==> src/mtep_pkg.sv <==
// mtep_pkg: shared types and constants for the midi track event parser
// no dependencies; used by every module in src
package mtep_pkg;

  // result kinds
  typedef enum logic [1:0] {
    KIND_CHANNEL   = 2'd0,
    KIND_TEMPO     = 2'd1,
    KIND_END_CLEAN = 2'd2,
    KIND_END_TRUNC = 2'd3
  } kind_e;

  // parser phases
  typedef enum logic [3:0] {
    PH_DELTA      = 4'd0,
    PH_STATUS     = 4'd1,
    PH_META_TYPE  = 4'd2,
    PH_META_LEN   = 4'd3,
    PH_META_DATA  = 4'd4,
    PH_TEMPO_DATA = 4'd5,
    PH_SYSEX_LEN  = 4'd6,
    PH_SYSEX_DATA = 4'd7,
    PH_CH_D1      = 4'd8,
    PH_CH_D2      = 4'd9
  } phase_e;

  localparam logic [7:0] StatusMeta     = 8'hFF;
  localparam logic [7:0] StatusSysex    = 8'hF0;
  localparam logic [7:0] StatusSysexEsc = 8'hF7;
  localparam logic [7:0] MetaTempo      = 8'h51;
  localparam logic [3:0] HiNoteOff      = 4'h8;
  localparam logic [3:0] HiNoteOn       = 4'h9;
  localparam logic [3:0] HiCtrlChange   = 4'hB;
  localparam logic [3:0] HiProgChange   = 4'hC;
  localparam logic [3:0] HiChanPress    = 4'hD;
  localparam logic [31:0] TempoLen      = 32'd3;

  typedef struct packed {
    logic [7:0] data_byte;
    logic       track_end;
  } in_beat_t;

  typedef struct packed {
    kind_e       kind;
    logic [63:0] tick;
    logic [7:0]  status_byte;
    logic [7:0]  first_data;
    logic [7:0]  second_data;
    logic [23:0] tempo_micros;
    logic [31:0] event_index;
    logic        last_of_run;
  } out_beat_t;

  typedef struct packed {
    phase_e      phase;
    logic [63:0] absolute_tick;
    logic [7:0]  running_status;
    logic [31:0] varlen_accum;
    logic [7:0]  meta_kind;
    logic [31:0] bytes_remaining;
    logic [7:0]  held_first_data;
    logic [23:0] tempo_accum;
    logic [31:0] event_counter;
  } parser_state_t;

  // request from the parser to the result buffer
  typedef struct packed {
    logic load;
    logic pair;
  } res_ctl_t;

endpackage

==> src/mtep_step.sv <==
// mtep_step: next-state and result decode for one track byte
// depends on mtep_pkg
module mtep_step (
  input  mtep_pkg::parser_state_t state_i,
  input  mtep_pkg::in_beat_t      beat_i,
  output mtep_pkg::parser_state_t state_o,
  output mtep_pkg::out_beat_t     res0_o,
  output mtep_pkg::out_beat_t     res1_o,
  output logic [1:0]              count_o
);

  mtep_pkg::parser_state_t nxt;
  mtep_pkg::phase_e        ph;
  mtep_pkg::phase_e        entry_ph;
  mtep_pkg::out_beat_t     ev;
  mtep_pkg::out_beat_t     fin;
  logic [7:0]              b;
  logic [31:0]             cur_varlen;
  logic [31:0]             shifted;
  logic [31:0]             rem_dec;
  logic [23:0]             tempo_new;
  logic [3:0]              hi;
  logic [63:0]             add_val;
  logic [63:0]             sum_tick;
  logic                    ev_valid;
  logic                    delta_done;
  logic                    clean;

  assign b  = beat_i.data_byte;
  assign hi = state_i.running_status[7:4];

  always_comb begin
    priority if (state_i.running_status == mtep_pkg::StatusMeta) begin
      entry_ph = mtep_pkg::PH_META_TYPE;
    end else if (state_i.running_status == mtep_pkg::StatusSysex ||
                 state_i.running_status == mtep_pkg::StatusSysexEsc) begin
      entry_ph = mtep_pkg::PH_SYSEX_LEN;
    end else begin
      entry_ph = mtep_pkg::PH_CH_D1;
    end
  end

  // byte consumption
  always_comb begin
    nxt        = state_i;
    ev         = '0;
    ev_valid   = 1'b0;
    delta_done = 1'b0;
    ph         = state_i.phase;
    cur_varlen = state_i.varlen_accum;
    // data byte where a status was expected falls back on running status
    if (state_i.phase == mtep_pkg::PH_STATUS && !b[7]) begin
      ph         = entry_ph;
      cur_varlen = '0;
    end
    shifted          = {cur_varlen[24:0], b[6:0]};
    rem_dec          = state_i.bytes_remaining - 32'd1;
    tempo_new        = {state_i.tempo_accum[15:0], b};
    nxt.varlen_accum = cur_varlen;

    ev.tick        = state_i.absolute_tick;
    ev.event_index = state_i.event_counter;

    unique case (ph)
      mtep_pkg::PH_STATUS: begin
        nxt.running_status = b;
        nxt.varlen_accum   = '0;
        priority if (b == mtep_pkg::StatusMeta) begin
          nxt.phase = mtep_pkg::PH_META_TYPE;
        end else if (b == mtep_pkg::StatusSysex || b == mtep_pkg::StatusSysexEsc) begin
          nxt.phase = mtep_pkg::PH_SYSEX_LEN;
        end else begin
          nxt.phase = mtep_pkg::PH_CH_D1;
        end
      end
      mtep_pkg::PH_META_TYPE: begin
        nxt.meta_kind    = b;
        nxt.varlen_accum = '0;
        nxt.phase        = mtep_pkg::PH_META_LEN;
      end
      mtep_pkg::PH_META_LEN, mtep_pkg::PH_SYSEX_LEN: begin
        nxt.varlen_accum = shifted;
        nxt.phase        = ph;
        if (!b[7]) begin
          nxt.bytes_remaining = shifted;
          nxt.varlen_accum    = '0;
          priority if (shifted == '0) begin
            nxt.phase = mtep_pkg::PH_DELTA;
          end else if (ph == mtep_pkg::PH_META_LEN &&
                       state_i.meta_kind == mtep_pkg::MetaTempo &&
                       shifted == mtep_pkg::TempoLen) begin
            nxt.tempo_accum = '0;
            nxt.phase       = mtep_pkg::PH_TEMPO_DATA;
          end else if (ph == mtep_pkg::PH_META_LEN) begin
            nxt.phase = mtep_pkg::PH_META_DATA;
          end else begin
            nxt.phase = mtep_pkg::PH_SYSEX_DATA;
          end
        end
      end
      mtep_pkg::PH_META_DATA, mtep_pkg::PH_SYSEX_DATA: begin
        nxt.bytes_remaining = rem_dec;
        nxt.phase           = (rem_dec == '0) ? mtep_pkg::PH_DELTA : ph;
      end
      mtep_pkg::PH_TEMPO_DATA: begin
        nxt.tempo_accum     = tempo_new;
        nxt.bytes_remaining = rem_dec;
        // a count that wrapped below zero also ends the event
        if (rem_dec == '0 || rem_dec > mtep_pkg::TempoLen) begin
          ev_valid            = 1'b1;
          ev.kind             = mtep_pkg::KIND_TEMPO;
          ev.tempo_micros     = tempo_new;
          nxt.bytes_remaining = '0;
          nxt.phase           = mtep_pkg::PH_DELTA;
        end else begin
          nxt.phase = mtep_pkg::PH_TEMPO_DATA;
        end
      end
      mtep_pkg::PH_CH_D1: begin
        if (hi == mtep_pkg::HiProgChange || hi == mtep_pkg::HiChanPress) begin
          nxt.phase = mtep_pkg::PH_DELTA;
        end else begin
          nxt.held_first_data = b;
          nxt.phase           = mtep_pkg::PH_CH_D2;
        end
      end
      mtep_pkg::PH_CH_D2: begin
        if (hi == mtep_pkg::HiNoteOn || hi == mtep_pkg::HiNoteOff ||
            hi == mtep_pkg::HiCtrlChange) begin
          ev_valid       = 1'b1;
          ev.kind        = mtep_pkg::KIND_CHANNEL;
          ev.status_byte = state_i.running_status;
          ev.first_data  = state_i.held_first_data;
          ev.second_data = b;
        end
        nxt.phase = mtep_pkg::PH_DELTA;
      end
      default: begin
        // delta time, and any phase code with no meaning
        nxt.varlen_accum = shifted;
        nxt.phase        = mtep_pkg::PH_DELTA;
        if (!b[7]) begin
          delta_done       = 1'b1;
          nxt.varlen_accum = '0;
          nxt.phase        = mtep_pkg::PH_STATUS;
        end
      end
    endcase
  end

  // one shared adder: finished delta, or the partial delta at track end
  always_comb begin
    priority if (delta_done) begin
      add_val = {32'd0, shifted};
    end else if (beat_i.track_end && nxt.phase == mtep_pkg::PH_DELTA) begin
      add_val = {32'd0, nxt.varlen_accum};
    end else begin
      add_val = '0;
    end
  end
  assign sum_tick = state_i.absolute_tick + add_val;

  always_comb begin
    unique case (nxt.phase)
      mtep_pkg::PH_DELTA, mtep_pkg::PH_STATUS: clean = 1'b1;
      mtep_pkg::PH_META_LEN, mtep_pkg::PH_SYSEX_LEN: clean = (nxt.varlen_accum == '0);
      default: clean = 1'b0;
    endcase
  end

  always_comb begin
    fin             = '0;
    fin.kind        = clean ? mtep_pkg::KIND_END_CLEAN : mtep_pkg::KIND_END_TRUNC;
    fin.tick        = sum_tick;
    fin.last_of_run = 1'b1;
  end

  always_comb begin
    state_o               = nxt;
    state_o.absolute_tick = delta_done ? sum_tick : state_i.absolute_tick;
    state_o.event_counter = state_i.event_counter + {31'd0, ev_valid};
    res0_o                = ev;
    res1_o                = fin;
    count_o               = 2'd0;
    if (beat_i.track_end) begin
      state_o                 = '0;
      state_o.phase           = mtep_pkg::PH_DELTA;
      state_o.event_counter   = state_i.event_counter + {31'd0, ev_valid};
    end
    unique case ({ev_valid, beat_i.track_end})
      2'b11: count_o = 2'd2;
      2'b10: begin
        count_o            = 2'd1;
        res0_o.last_of_run = 1'b1;
      end
      2'b01: begin
        count_o = 2'd1;
        res0_o  = fin;
      end
      default: count_o = 2'd0;
    endcase
  end

endmodule

==> src/mtep_res_buf.sv <==
// mtep_res_buf: two-slot result register feeding the output channel
// depends on mtep_pkg
module mtep_res_buf (
  input  logic                clk_i,
  input  logic                rst_ni,
  input  mtep_pkg::res_ctl_t  ctl_i,
  input  mtep_pkg::out_beat_t res0_i,
  input  mtep_pkg::out_beat_t res1_i,
  output logic                can_load_o,
  output logic                out_valid_o,
  input  logic                out_ready_i,
  output mtep_pkg::out_beat_t out_data_o
);

  logic [1:0]          cnt_q, cnt_d;
  mtep_pkg::out_beat_t slot0_q, slot0_d;
  mtep_pkg::out_beat_t slot1_q, slot1_d;
  logic                take;

  assign take        = out_valid_o && out_ready_i;
  assign out_valid_o = (cnt_q != 2'd0);
  assign out_data_o  = slot0_q;
  assign can_load_o  = (cnt_q == 2'd0) || (cnt_q == 2'd1 && out_ready_i);

  always_comb begin
    cnt_d   = cnt_q;
    slot0_d = slot0_q;
    slot1_d = slot1_q;
    if (ctl_i.load) begin
      slot0_d = res0_i;
      slot1_d = res1_i;
      cnt_d   = ctl_i.pair ? 2'd2 : 2'd1;
    end else if (take) begin
      slot0_d = slot1_q;
      cnt_d   = cnt_q - 2'd1;
    end
  end

  always_ff @(posedge clk_i or negedge rst_ni) begin
    if (!rst_ni) begin
      cnt_q <= 2'd0;
    end else begin
      cnt_q <= cnt_d;
    end
  end

  always_ff @(posedge clk_i) begin
    slot0_q <= slot0_d;
    slot1_q <= slot1_d;
  end

endmodule

==> src/midi_track_event_parser.sv <==
// midi_track_event_parser: top level, input register, parser state, result buffer
// depends on mtep_pkg, mtep_step, mtep_res_buf
//
//   channel | signals                          | beat
//   in      | in_valid_i, in_ready_o, in_data_i  | one track byte plus end flag
//   out     | out_valid_o, out_ready_i, out_data_o | one parsed event or end report
//
// a byte is decoded in the cycle after it is accepted; its first beat is registered
// into the result buffer when the byte is consumed
// one byte per cycle while the output keeps up; a byte giving two results holds the
// next result-giving byte, since the result buffer drains one beat per cycle
// bytes that give no result pass even while the output is stalled
// reset clears the parser state and the event counter; no clearing pass
module midi_track_event_parser (
  input  logic                clk_i,
  input  logic                rst_ni,
  input  logic                in_valid_i,
  output logic                in_ready_o,
  input  mtep_pkg::in_beat_t  in_data_i,
  output logic                out_valid_o,
  input  logic                out_ready_i,
  output mtep_pkg::out_beat_t out_data_o
);

  logic                    in_valid_q;
  mtep_pkg::in_beat_t      in_q;
  mtep_pkg::parser_state_t state_q, state_d;
  mtep_pkg::out_beat_t     res0, res1;
  mtep_pkg::res_ctl_t      ctl;
  logic [1:0]              count;
  logic                    can_load;
  logic                    consume;

  mtep_step u_step (
    .state_i (state_q),
    .beat_i  (in_q),
    .state_o (state_d),
    .res0_o  (res0),
    .res1_o  (res1),
    .count_o (count)
  );

  assign consume    = in_valid_q && ((count == 2'd0) || can_load);
  assign ctl.load   = consume && (count != 2'd0);
  assign ctl.pair   = (count == 2'd2);
  assign in_ready_o = !in_valid_q || consume;

  mtep_res_buf u_buf (
    .clk_i       (clk_i),
    .rst_ni      (rst_ni),
    .ctl_i       (ctl),
    .res0_i      (res0),
    .res1_i      (res1),
    .can_load_o  (can_load),
    .out_valid_o (out_valid_o),
    .out_ready_i (out_ready_i),
    .out_data_o  (out_data_o)
  );

  always_ff @(posedge clk_i or negedge rst_ni) begin
    if (!rst_ni) begin
      in_valid_q <= 1'b0;
      state_q    <= '0;
    end else begin
      if (in_ready_o) begin
        in_valid_q <= in_valid_i;
      end
      if (consume) begin
        state_q <= state_d;
      end
    end
  end

  always_ff @(posedge clk_i) begin
    if (in_valid_i && in_ready_o) begin
      in_q <= in_data_i;
    end
  end

  a_empty_buf_loads: assert property (@(posedge clk_i) disable iff (!rst_ni)
    !out_valid_o |-> can_load)
    else $error("empty result buffer refuses a load");

  a_counter_holds: assert property (@(posedge clk_i) disable iff (!rst_ni)
    !consume |=> $stable(state_q.event_counter))
    else $error("event counter moved without a consumed byte");

  a_end_clears: assert property (@(posedge clk_i) disable iff (!rst_ni)
    consume && in_q.track_end |=>
      state_q.phase == mtep_pkg::PH_DELTA && state_q.absolute_tick == '0)
    else $error("parser not cleared after track end");

  a_pair_needs_end: assert property (@(posedge clk_i) disable iff (!rst_ni)
    ctl.load && ctl.pair |-> in_q.track_end)
    else $error("two results from a byte without track end");

endmodule
==> config.mk <==
export PLATFORM = sky130hd
export DESIGN_NAME = midi_track_event_parser
export DESIGN_NICKNAME = d
export VERILOG_FILES = /design/src/mtep_pkg.sv /design/src/mtep_step.sv /design/src/mtep_res_buf.sv /design/src/midi_track_event_parser.sv
export SDC_FILE = /design/constraint.sdc
export NUM_CORES = 1
export LEC_CHECK = 0
export ABC_AREA = 1
export BUFFER_PORTS_ARGS = -buffer_cell sky130_fd_sc_hd__buf_2
export CAP_MARGIN = 40
export CELL_PAD_IN_SITES_DETAIL_PLACEMENT = 0
export CELL_PAD_IN_SITES_GLOBAL_PLACEMENT = 1
export CORE_AREA = 4 4 242 197
export CTS_BUF_LIST = sky130_fd_sc_hd__clkbuf_16
export DETAILED_ROUTE_END_ITERATION = 8
export DIE_AREA = 0 0 246 201
export PLACE_DENSITY = 0.84
export SYNTH_ARGS = -nofsm -noshare
export SYNTH_HDL_FRONTEND = slang
export SYNTH_SLANG_ARGS = --single-unit
==> constraint.sdc <==
create_clock -name clk_i -period 14.5 [get_ports clk_i]
set_clock_uncertainty 0.15 [all_clocks]
set_input_delay 0.725 -clock clk_i [delete_from_list [all_inputs] [get_ports clk_i]]
set_output_delay 0.725 -clock clk_i [all_outputs]
set_load 0.1 [all_outputs]
## Word-level counts from Yosys, hierarchy flattened

Cells that the tools add are included.

| cells by class | value |
|---|---|
| add/sub/neg operators | 4 |
| reductions and logical operators | 49 |
| muxes and demuxes | 53 |
| order comparisons | 1 |
| equal/unequal tests | 35 |

Operators with widths:

| operator | count |
|---|---|
| 147-bit 2-to-1 mux | 2 |
| 212-bit 2-to-1 mux | 1 |
| 24-bit 2-to-1 mux | 7 |
| 32-bit 2-to-1 mux | 5 |
| 146-bit 2-to-1 mux | 1 |
| 64-bit 2-to-1 mux | 2 |
| 32-bit zero test | 3 |
| 32-bit one-hot mux with 3 select lines | 1 |
| 64-bit adder | 1 |
| 32-bit one-hot mux with 2 select lines | 1 |
| 8-bit == test, second input constant | 6 |
| 24-bit one-hot mux with 2 select lines | 1 |
| 4-bit 2-to-1 mux | 9 |
| 32-bit by 1-bit adder with 32-bit output | 1 |
| 32-bit by 2-bit == test with 1-bit output, second input constant | 1 |
| 32-bit by 2-bit > comparator with 1-bit output, second input constant | 1 |
| 8-bit 2-to-1 mux | 4 |
| 32-bit by 1-bit subtractor with 32-bit output, second input constant | 1 |
| 4-bit == test, second input constant | 7 |
| 4-bit one-hot mux with 7 select lines | 1 |
| 4-bit by 3-bit == test with 1-bit output, second input constant | 5 |
| 2-bit nonzero test | 7 |
| 4-bit by 1-bit == test with 1-bit output, second input constant | 3 |
| 4-bit by 2-bit == test with 1-bit output, second input constant | 3 |
| other kinds (25) | 68 |

| storage, ports and cells | value |
|---|---|
| flip-flop bits (word level) | 429 |
| word-level logic and storage cells | 165 |
| output and inout bits | 149 |
| input port bits | 13 |

## Depth between registers and ports, before layout

Gate-level depths: netlist of the first run.

| depth | value |
|---|---|
| word-level depth | 19 |
| mapped depth | 40 |
| gate-level depth less buffers | 39 |

## Hierarchy

A second synthesis of the first run with hierarchy kept.

| unflattened totals | value |
|---|---|
| cells, all modules | 4,117 |
| area, all modules | 31,243.7 um^2 |

By module, submodules not included:

| module | area an instance (um^2) | cells each | instances |
|---|---|---|---|
| mtep_step | 11,696.2 | 2,384 | 1 |
| mtep_res_buf | 10,879.2 | 792 | 1 |
| midi_track_event_parser | 8,668.3 | 941 | 1 |

## Worst setup path before layout of the first run

No wires, ideal clock.

| path | value |
|---|---|
| path type | register -> register |
| start point | reg state_q[64] in the netlist's numbering |
| end point | reg u_buf.cnt_q[0] |
| cell stages (with the launch flop) | 25 |
| arrival | 6.395 ns |
| data required time | 14.042 ns |
| slack | 7.646 ns |
| path buffers | 3 |
| cell sequence | dfrtp_1 inv_1 ha_1 nand2_1 nor2_2 buf_4 xor2_1 nor2_1 nand4_1 nor2_1 nand3_1 nand2_1 nand2_1 inv_1 ha_1 inv_1 nand3_1 nand2_1 buf_4 inv_1 nand2_1 clkbuf_1 nand2_1 o211ai_1 o21ai_0 |

| between the ends | value |
|---|---|
| word-level cells in the longest chain between the ends | 13 |
| elaborated cells on any way between the ends | 20 |

RTL lines:

| element | RTL line | RTL |
|---|---|---|
| start, declared | midi_track_event_parser.sv:27 | `mtep_pkg::parser_state_t state_q, state_d;` |
| start signal, assigned | midi_track_event_parser.sv:69 | `state_q <= state_d;` |
| 32-bit by 1-bit subtractor with 32-bit output (*) | mtep_step.sv:57 | `rem_dec = state_i.bytes_remaining - 32'd1;` |
| 32-bit by 2-bit > comparator with 1-bit output or 32-bit zero test (tied branches) | mtep_step.sv:109 | `if (rem_dec == '0 \|\| rem_dec > mtep_pkg::TempoLen) begin` |
| 1-bit logical OR (*) | mtep_step.sv:109 |  |
| 1-bit 2-to-1 mux (*) | mtep_step.sv:109 |  |
| 1-bit one-hot mux with 2 select lines (*) | mtep_step.sv:64 | `unique case (ph)` |
| 2-bit == test or 2-bit by 1-bit == test with 1-bit output (tied branches) | mtep_step.sv:190 | `unique case ({ev_valid, beat_i.track_end})` |
| 2-bit OR reduction (no line) | -- |  |
| 2-bit one-hot mux with 2 select lines (*) | mtep_step.sv:190 |  |
| 2-bit zero test | midi_track_event_parser.sv:43 | `assign consume = in_valid_q && ((count == 2'd0) \|\| can_load);` |
| 1-bit logical OR | midi_track_event_parser.sv:43 |  |
| 1-bit logical AND | midi_track_event_parser.sv:43 |  |
| 1-bit logical AND | midi_track_event_parser.sv:44 | `assign ctl.load = consume && (count != 2'd0);` |
| 2-bit 2-to-1 mux or 2-bit nonzero test (tied branches) | -- |  |
| end signal, assigned | mtep_res_buf.sv:43 | `cnt_q <= cnt_d;` |
| end, declared | mtep_res_buf.sv:15 | `logic [1:0] cnt_q, cnt_d;` |

Every way passes the cells marked *; elsewhere a longest branch is shown, timed or not.
A chain may end at the register's enable or synchronous reset.

## Worst setup path after layout of the first run

| path | value |
|---|---|
| start point | reg in_q[8] in the netlist's numbering |
| end point | reg u_buf.slot0_q, in the netlist u_buf.out_data_o[61], data pin |

| between the ends | value |
|---|---|
| word-level cells in the longest chain between the ends | 13 |
| elaborated cells on any way between the ends | 19 |

RTL lines:

| element | RTL line | RTL |
|---|---|---|
| start, declared | midi_track_event_parser.sv:26 | `mtep_pkg::in_beat_t in_q;` |
| start signal, assigned | midi_track_event_parser.sv:76 | `in_q <= in_data_i;` |
| 1-bit zero test (*) | mtep_step.sv:52 | `if (state_i.phase == mtep_pkg::PH_STATUS && !b[7]) begin` |
| 1-bit logical AND (*) | mtep_step.sv:52 |  |
| 4-bit 2-to-1 mux (*) | mtep_step.sv:52 |  |
| 4-bit == test or 4-bit by 3-bit == test with 1-bit output (tied branches) | mtep_step.sv:64 |  |
| 1-bit one-hot mux with 2 select lines | mtep_step.sv:64 |  |
| 2-bit == test or 2-bit by 1-bit == test with 1-bit output (tied branches) | mtep_step.sv:190 |  |
| 2-bit OR reduction (no line) | -- |  |
| 2-bit one-hot mux with 2 select lines | mtep_step.sv:190 |  |
| 2-bit zero test | midi_track_event_parser.sv:43 |  |
| 1-bit logical OR | midi_track_event_parser.sv:43 |  |
| 1-bit logical AND | midi_track_event_parser.sv:43 |  |
| 1-bit logical AND | midi_track_event_parser.sv:44 |  |
| 147-bit 2-to-1 mux (*) | mtep_res_buf.sv:29 | `if (ctl_i.load) begin` |
| end signal, assigned | mtep_res_buf.sv:48 | `slot0_q <= slot0_d;` |
| end, declared | mtep_res_buf.sv:16 | `mtep_pkg::out_beat_t slot0_q, slot0_d;` |

Marks and branches as above.

==> results of run 1 <==
worst min-delay path by stage:
stage                                  startpoint                        to  slack [ns]  cells past startpoint
after floorplan                            rst_ni    in_valid_q$_DFFE_PN0N_        0.28                      0
final                                      rst_ni   state_q[85]$_DFFE_PN0P_        0.01                      1
after detailed placement  state_q[21]$_DFFE_PN0P_   state_q[21]$_DFFE_PN0P_        0.32                      1
after CTS                                  rst_ni  state_q[110]$_DFFE_PN0P_        0.01                      1
after global placement    state_q[21]$_DFFE_PN0P_   state_q[21]$_DFFE_PN0P_        0.31                      1
after global routing                       rst_ni   state_q[85]$_DFFE_PN0P_        0.05                      1
area by class of cell:
type / count / area, um^2 / share of cell area (%)
multi-input combinational: 1725 / 8870 / 34.7
sequential: 428 / 11800 / 46.3
clock inverter: 38 / 395 / 1.55
clock buffer: 45 / 1130 / 4.41
tap: 612 / 766 / 3.00
inverter: 365 / 1370 / 5.37
timing repair buffer: 191 / 1200 / 4.70
routing by layer:
layer / GRT usage [%] / routed length (um) / up-vias
met5: 0 / 0 / -
met4: 5.51 / 1180 / 0
met3: 4.90 / 5400 / 80
met2: 39.0 / 28700 / 722
met1: 40.9 / 30600 / 9140
li1: - / - / 8968
cells in the mapped netlist (16+ instances only):
master    count  area, um^2
dfrtp_1     207        5180
o211ai_1     16         120
a22oi_1      64         480
nand3_1     112         561
nand2_1     556        2090
nor3_1       32         160
nand4_1      27         169
o21ai_1      25         125
edfxtp_1    221        6640
nor2_1      320        1200
ha_1         41         513
o21ai_0     192         961
nand3b_1     21         158
clkbuf_1     65         244
inv_1       352        1320
xor2_1       75         657
o22ai_1      79         494
a21oi_1      64         320
critical path: cells and delay by family, from the launching register on:
kind	cells	cell delay (ns)
buf+inv	12	3.80
fa+ha+maj	1	0.17
simple gates	13	2.86
flops	1	0.35
kinds of logic (layout without fill, tap and decap cells):
family                     Yosys count  in the layout  share of synthesized area [%]
adders and majority gates           42             42                           2.37
buffers and inverters              455            639                           7.98
other                                1              1                         0.0167
AOI/OAI and AO/OA                  483            483                           12.7
xor gates and xnor gates            86             86                           3.35
and+or+nand+nor                   1113           1113                           21.0
DFF                                428            428                           52.6
flip-flops by register name (all words and copies together) (netlist names):
register          flops
in_valid_q            1
in_q                  9
u_buf.slot1_q        65
u_buf.out_data_o    147
u_buf.cnt_q           2
state_q             204
power by group through the flow:
stage / Combinational (mW) / Clock, mW / Sequential, mW
2_1_floorplan: 1.44 / 0 / 3.00
5_1_grt: 3.58 / 1.28 / 1.86
4_1_cts: 3.33 / 1.23 / 1.83
3_5_place_dp: 3.32 / 0 / 1.85
3_3_place_gp: 3.26 / 0 / 1.85
6_report: 3.35 / 1.21 / 1.83
stage by stage:
stage	cell area, um^2	power, mW	hold WS, ns	utilization (%)	setup slack (ns)
after global placement	23800	5.11	0.309	52.5	6.57
after CTS	25500	6.39	0.0147	56.4	6.86
final	25500	6.39	0.0107	56.4	6.83
after detailed placement	24000	5.17	0.319	53.1	6.87
after global routing	25500	6.72	0.0496	56.4	6.12
after floorplan	22500	4.43	0.279	-	7.65
==> results_dict.tcl, run 1 <==
set metrics [dict create \
    n_antenna_cell 0 \
    maximum_number_of_pins_on_one_net_before_global_route_repair 79 \
    netlist_area_um2 22500 \
    cts_root_buffer "clkbuf_16" \
    detail_route.wl_per_cell_um 19.4 \
    die_height_um 201 \
    power_switching_mw 3.38 \
    final_cycle_utilization_of_the_critical_path_pct 52.9 \
    crit_slowest_cell "nand2_2" \
    final_max_slew_viol_count 0 \
    postCtsSetupBuffers 0 \
    gp_routability_congestion 0.920 \
    leading_cell_type_in_the_layout_fill_and_taps_excluded "nand2_1" \
    finalSetupViolCount 0 \
    seq_power_share_pct 28.7 \
    p_comb_share_pct 52.5 \
    postSynthCellCount 2608 \
    clock_path_buffers 3 \
    grt_setup_unrepaired "no" \
    critical_path_required_ns 14.68 \
    drt_drc_violations_left 0 \
    critPathKind "reg -> reg" \
    timing.rr.end "u_buf.out_data_o[61]$_SDFFCE_PP0P_" \
    h-tree-depth 2 \
    layout.nets 2811 \
    run_status "finished, final reports clean" \
    hold_path_class "in -> async" \
    top_reg_cell_synth "edfxtp_1" \
    first_global_vias 18000 \
    setup.worst_path.end "u_buf.out_data_o[61]$_SDFFCE_PP0P_" \
    worst_skew_pair.late_latency_ns 0.61 \
    antenna_found_initial 0 \
    start_util_pct 49.6 \
    synth_cell_type_count 53 \
    place_hpwl_um 46900 \
    worst_slew_margin_rel_pct 35.5 \
    drive_gt1_share_pct 11.2 \
    postSynthNetCount 2663 \
    power-per-cell-area_nw_per_um2 250 \
    cts_hold_buffers 0 \
    r2r.worst_path.cells 26 \
    total_i_o_pin_count 162 \
    wirelength_um 65900 \
    ir_drop_uv 223 \
    gr-total-overflow 0 \
    numPortBuffers 161 \
    tightest_slew_ns 0.964 \
    endpoint_kind "register" \
    share_clk_of_total_power_pct 18.9 \
    fp.coreArea_um2 45300 \
    grt_pass1_wl_um 104000 \
    critical_path.reg2reg.startpoint "in_q[8]$_DFFE_PP_" \
    post-route-min-period_ns 7.67 \
    synth_sequential_area_ratio_pct 52.6 \
    synth_enable_flop_cells 221 \
    critical_path.max_stage_delay_ns 0.82 \
    firstDrtPassIters 6 \
    synth_seq_cells 428 \
    layout.cells.most_common_list "554 x nand2_1, 357 x inv_1, 317 x nor2_1, 221 x edfxtp_1, 207 x dfrtp_1" \
    die-area_um2 49400 \
    top_fanout_value_on_the_critical_path 37 \
    die_width_um 246 \
    drtAntennaViolNets 0 \
    worstPathArrival_ns 7.85 \
    layout_area_overhead_pct 13.8 \
    switching_share_pct 53.0 \
    yosysWarnings 0 \
    grt_use_total_pct 26.4 \
    post-place-cells 3321 \
    leakage_nw 11.5 \
    count_of_fill_cells_added_during_filler_insertion 4126 \
    finish.cell_count_without_fillers 3404 \
    clkSlewWorstSetupHoldPaths_ns 0.06 \
    start_kind "register" \
    achievable-frequency_mhz 130 \
    hold_viol 0 \
    cts_buffers 45 \
    timing.reg2reg.setup_slack_ns 6.83 \
    cts_num_sinks 428 \
    route.detailed.vias_per_inst 5.56 \
    clock_tree_from_tritoncts "yes" \
    cell_internal_pwr_mw 3.01 \
    ys_async_sr_fraction_pct 48.4 \
    setup.worst_path.start "in_q[8]$_DFFE_PP_" \
    first_iter_violations 1894 \
    synth_area_per_cell_um2 8.61 \
    dr_total_vias 18900 \
    ctsResizeCount 0 \
    rows 70 \
    maxCapViolCount 0 \
    setup_total_negative_slack_ns 0 \
]
(Power assumes the default switching activity.)
==> run 2: changes to the inputs <==
--- a/config.mk
+++ b/config.mk
@@ -10,11 +10,11 @@
 export CAP_MARGIN = 40
 export CELL_PAD_IN_SITES_DETAIL_PLACEMENT = 0
 export CELL_PAD_IN_SITES_GLOBAL_PLACEMENT = 1
-export CORE_AREA = 4 4 242 197
+export CORE_AREA = 4 4 250 203
 export CTS_BUF_LIST = sky130_fd_sc_hd__clkbuf_16
 export DETAILED_ROUTE_END_ITERATION = 8
-export DIE_AREA = 0 0 246 201
-export PLACE_DENSITY = 0.84
+export DIE_AREA = 0 0 254 207
+export PLACE_DENSITY = 0.79
 export SYNTH_ARGS = -nofsm -noshare
 export SYNTH_HDL_FRONTEND = slang
 export SYNTH_SLANG_ARGS = --single-unit
==> constraint.sdc (replaced) <==
create_clock -name clk_i -period 8 [get_ports clk_i]
set_clock_uncertainty 0.15 [all_clocks]
set_input_delay 0.4 -clock clk_i [delete_from_list [all_inputs] [get_ports clk_i]]
set_output_delay 0.4 -clock clk_i [all_outputs]
set_load 0.1 [all_outputs]
==> run 2 against run 1 <==
Against the previous run:
- worst hold slack better by 0.16 ns
- first-iteration DRC count is 5.2% lower
- combinational power is 83% higher
- sequential cell count stayed put
- sequential share of layout area hardly changed
- critical endpoint is now u_buf.out_data_o[134]$_DFFE_PP_
- largest cell class unchanged
==> results_dict.tcl, run 2 (synthesis results as in run 1) <==
set metrics [dict create \
    layout.nets 2822 \
    cts_buffers 45 \
    drt_drc_violations_left 0 \
    top_fanout_value_on_the_critical_path 27 \
    clock_tree_from_tritoncts "yes" \
    n_antenna_cell 0 \
    grt_setup_unrepaired "no" \
    power-per-cell-area_nw_per_um2 453 \
    setup_total_negative_slack_ns 0 \
    ir_drop_uv 303 \
    worst_skew_pair.late_latency_ns 0.59 \
    grt_use_total_pct 25.6 \
    worstHoldEndpoint "in_valid_q$_DFFE_PN0N_" \
    critPathKind "reg -> reg" \
    grt_util_met2_pct 37.8 \
    drive_gt1_share_pct 11.0 \
    die-area_um2 52600 \
    layout.cells.most_common_list "554 x nand2_1, 365 x inv_1, 317 x nor2_1, 221 x edfxtp_1, 207 x dfrtp_1" \
    layout.core_utilization_pct 53.0 \
    place_hpwl_um 47900 \
    cts_root_buffer "clkbuf_16" \
    hold_viol 0 \
    clkSlewWorstSetupHoldPaths_ns 0.06 \
    postCtsSetupBuffers 0 \
    tightest_slew_ns 0.923 \
    numPortBuffers 161 \
    dr_total_vias 19000 \
    min_from "out_ready_i" \
    r2r.worst_path.cells 26 \
    first_iter_violations 1795 \
    ctsResizeCount 0 \
    h-tree-depth 2 \
    grt_busiest_layer "met1" \
    critical_path_required_ns 8.24 \
    layout_area_overhead_pct 13.7 \
    post-route-min-period_ns 7.20 \
    die_width_um 254 \
    leakage_nw 11.5 \
    total_i_o_pin_count 162 \
    cts_hold_buffers 11 \
    firstDrtPassIters 6 \
    final_cycle_utilization_of_the_critical_path_pct 90.0 \
    first_global_vias 18400 \
    gp_routability_congestion 0.939 \
    wirelength_um 68300 \
    maximum_number_of_pins_on_one_net_before_global_route_repair 88 \
    critical_path.max_stage_delay_ns 0.67 \
    achievable-frequency_mhz 139 \
    cts_num_sinks 428 \
    worstPathArrival_ns 7.44 \
    registers.top_by_ff_count "state_q" \
    worst_slew_margin_rel_pct 38.1 \
    gr-total-overflow 0 \
    leading_cell_type_in_the_layout_fill_and_taps_excluded "nand2_1" \
    grt_use_met3_pct 4.33 \
    critical_path.reg2reg.startpoint "in_q[8]$_DFFE_PP_" \
    clock_path_buffers 3 \
    finalSetupViolCount 0 \
    endpoint_kind "register" \
    drtAntennaViolNets 0 \
    timing.reg2reg.setup_slack_ns 0.80 \
    route.detailed.vias_per_inst 5.54 \
    detail_route.wl_per_cell_um 19.9 \
    cell_depth_of_the_worst_min_delay_path 4 \
    max_ffs_per_register 204 \
    die_height_um 207 \
    start_util_pct 46.7 \
    rows 72 \
    start_kind "register" \
    run_status "finished, final reports clean" \
    fp.coreArea_um2 48100 \
    maxCapViolCount 0 \
    hold_path_class "in -> reg" \
    crit_slowest_cell "o21ai_1" \
    grt_pass1_wl_um 107000 \
    worst_path_most_repeated_cell "nand2_1" \
    final_max_slew_viol_count 0 \
    antenna_found_initial 0 \
    timing.rr.end "u_buf.out_data_o[134]$_DFFE_PP_" \
    global_route.usage.met1_pct 39.5 \
]
[run 2: layer usage]
| metal | part of all wire (%) | wire [um] |
|---|---|---|
| met1 | 47 | 32100 |
| met2 | 43 | 29400 |
| met3 | 7.7 | 5270 |
| met4 | 2.2 | 1510 |
| met5 | 0 | 0 |
[run 2: through the flow]
step	cell area [um^2]	worst slack, ns	hold WS (ns)	cells	total power, mW
floorplan	22500	1.15	-0.0456	2608	8.04
global placement	23900	0.972	0.309	3332	9.35
detailed placement	23900	1.02	0.308	3338	9.42
CTS	25500	0.952	0.108	3432	11.6
global route	25500	0.313	0.188	3432	12.1
finish	25500	0.797	0.175	3432	11.6
[run 2: worst max path at each step]
| stage | startpoint | end | slack [ns] | cells after the start |
|---|---|---|---|---|
| 3_5_place_dp | in_q[8]$_DFFE_PP_ | u_buf.out_data_o[134]$_DFFE_PP_ | 1.02 | 26 |
| 2_1_floorplan | state_q[64]$_DFFE_PN0P_ | u_buf.cnt_q[0]$_DFFE_PN0P_ | 1.15 | 24 |
| 3_3_place_gp | state_q[210]$_DFFE_PN0P_ | u_buf.out_data_o[134]$_DFFE_PP_ | 0.97 | 26 |
| 6_report | in_q[8]$_DFFE_PP_ | u_buf.out_data_o[134]$_DFFE_PP_ | 0.80 | 26 |
| 5_1_grt | state_q[210]$_DFFE_PN0P_ | u_buf.out_data_o[134]$_DFFE_PP_ | 0.31 | 26 |
| 4_1_cts | in_q[8]$_DFFE_PP_ | u_buf.out_data_o[134]$_DFFE_PP_ | 0.95 | 26 |
[run 2: where the power goes]
group / switching, mW / leakage [nW] / internal (mW)
clock network: 0.910 / 0.760 / 1.19
registers: 0.279 / 4.95 / 3.03
logic: 5.00 / 5.80 / 1.14
[run 2: cell type report]
class | count | area (um^2)
multi-input cells | 1725 | 8870
clock inverters | 38 | 340
fillers | 4582 | 22600
repair buffers | 202 | 1210
clock buffers | 45 | 1130
well taps | 629 | 787
inverters | 365 | 1370
flip-flops and latches | 428 | 11800
[run 2: worst max-delay path: cells and delay by family, from the launching register on]
kind,cells,cell delay [ns]
xor gates and xnor gates,1,0.20
buffers and inverters,5,1.18
DFF,1,0.44
and+or+nand+nor,15,3.29
AOI/OAI and AO/OA,4,1.43
adders and majority gates,1,0.28
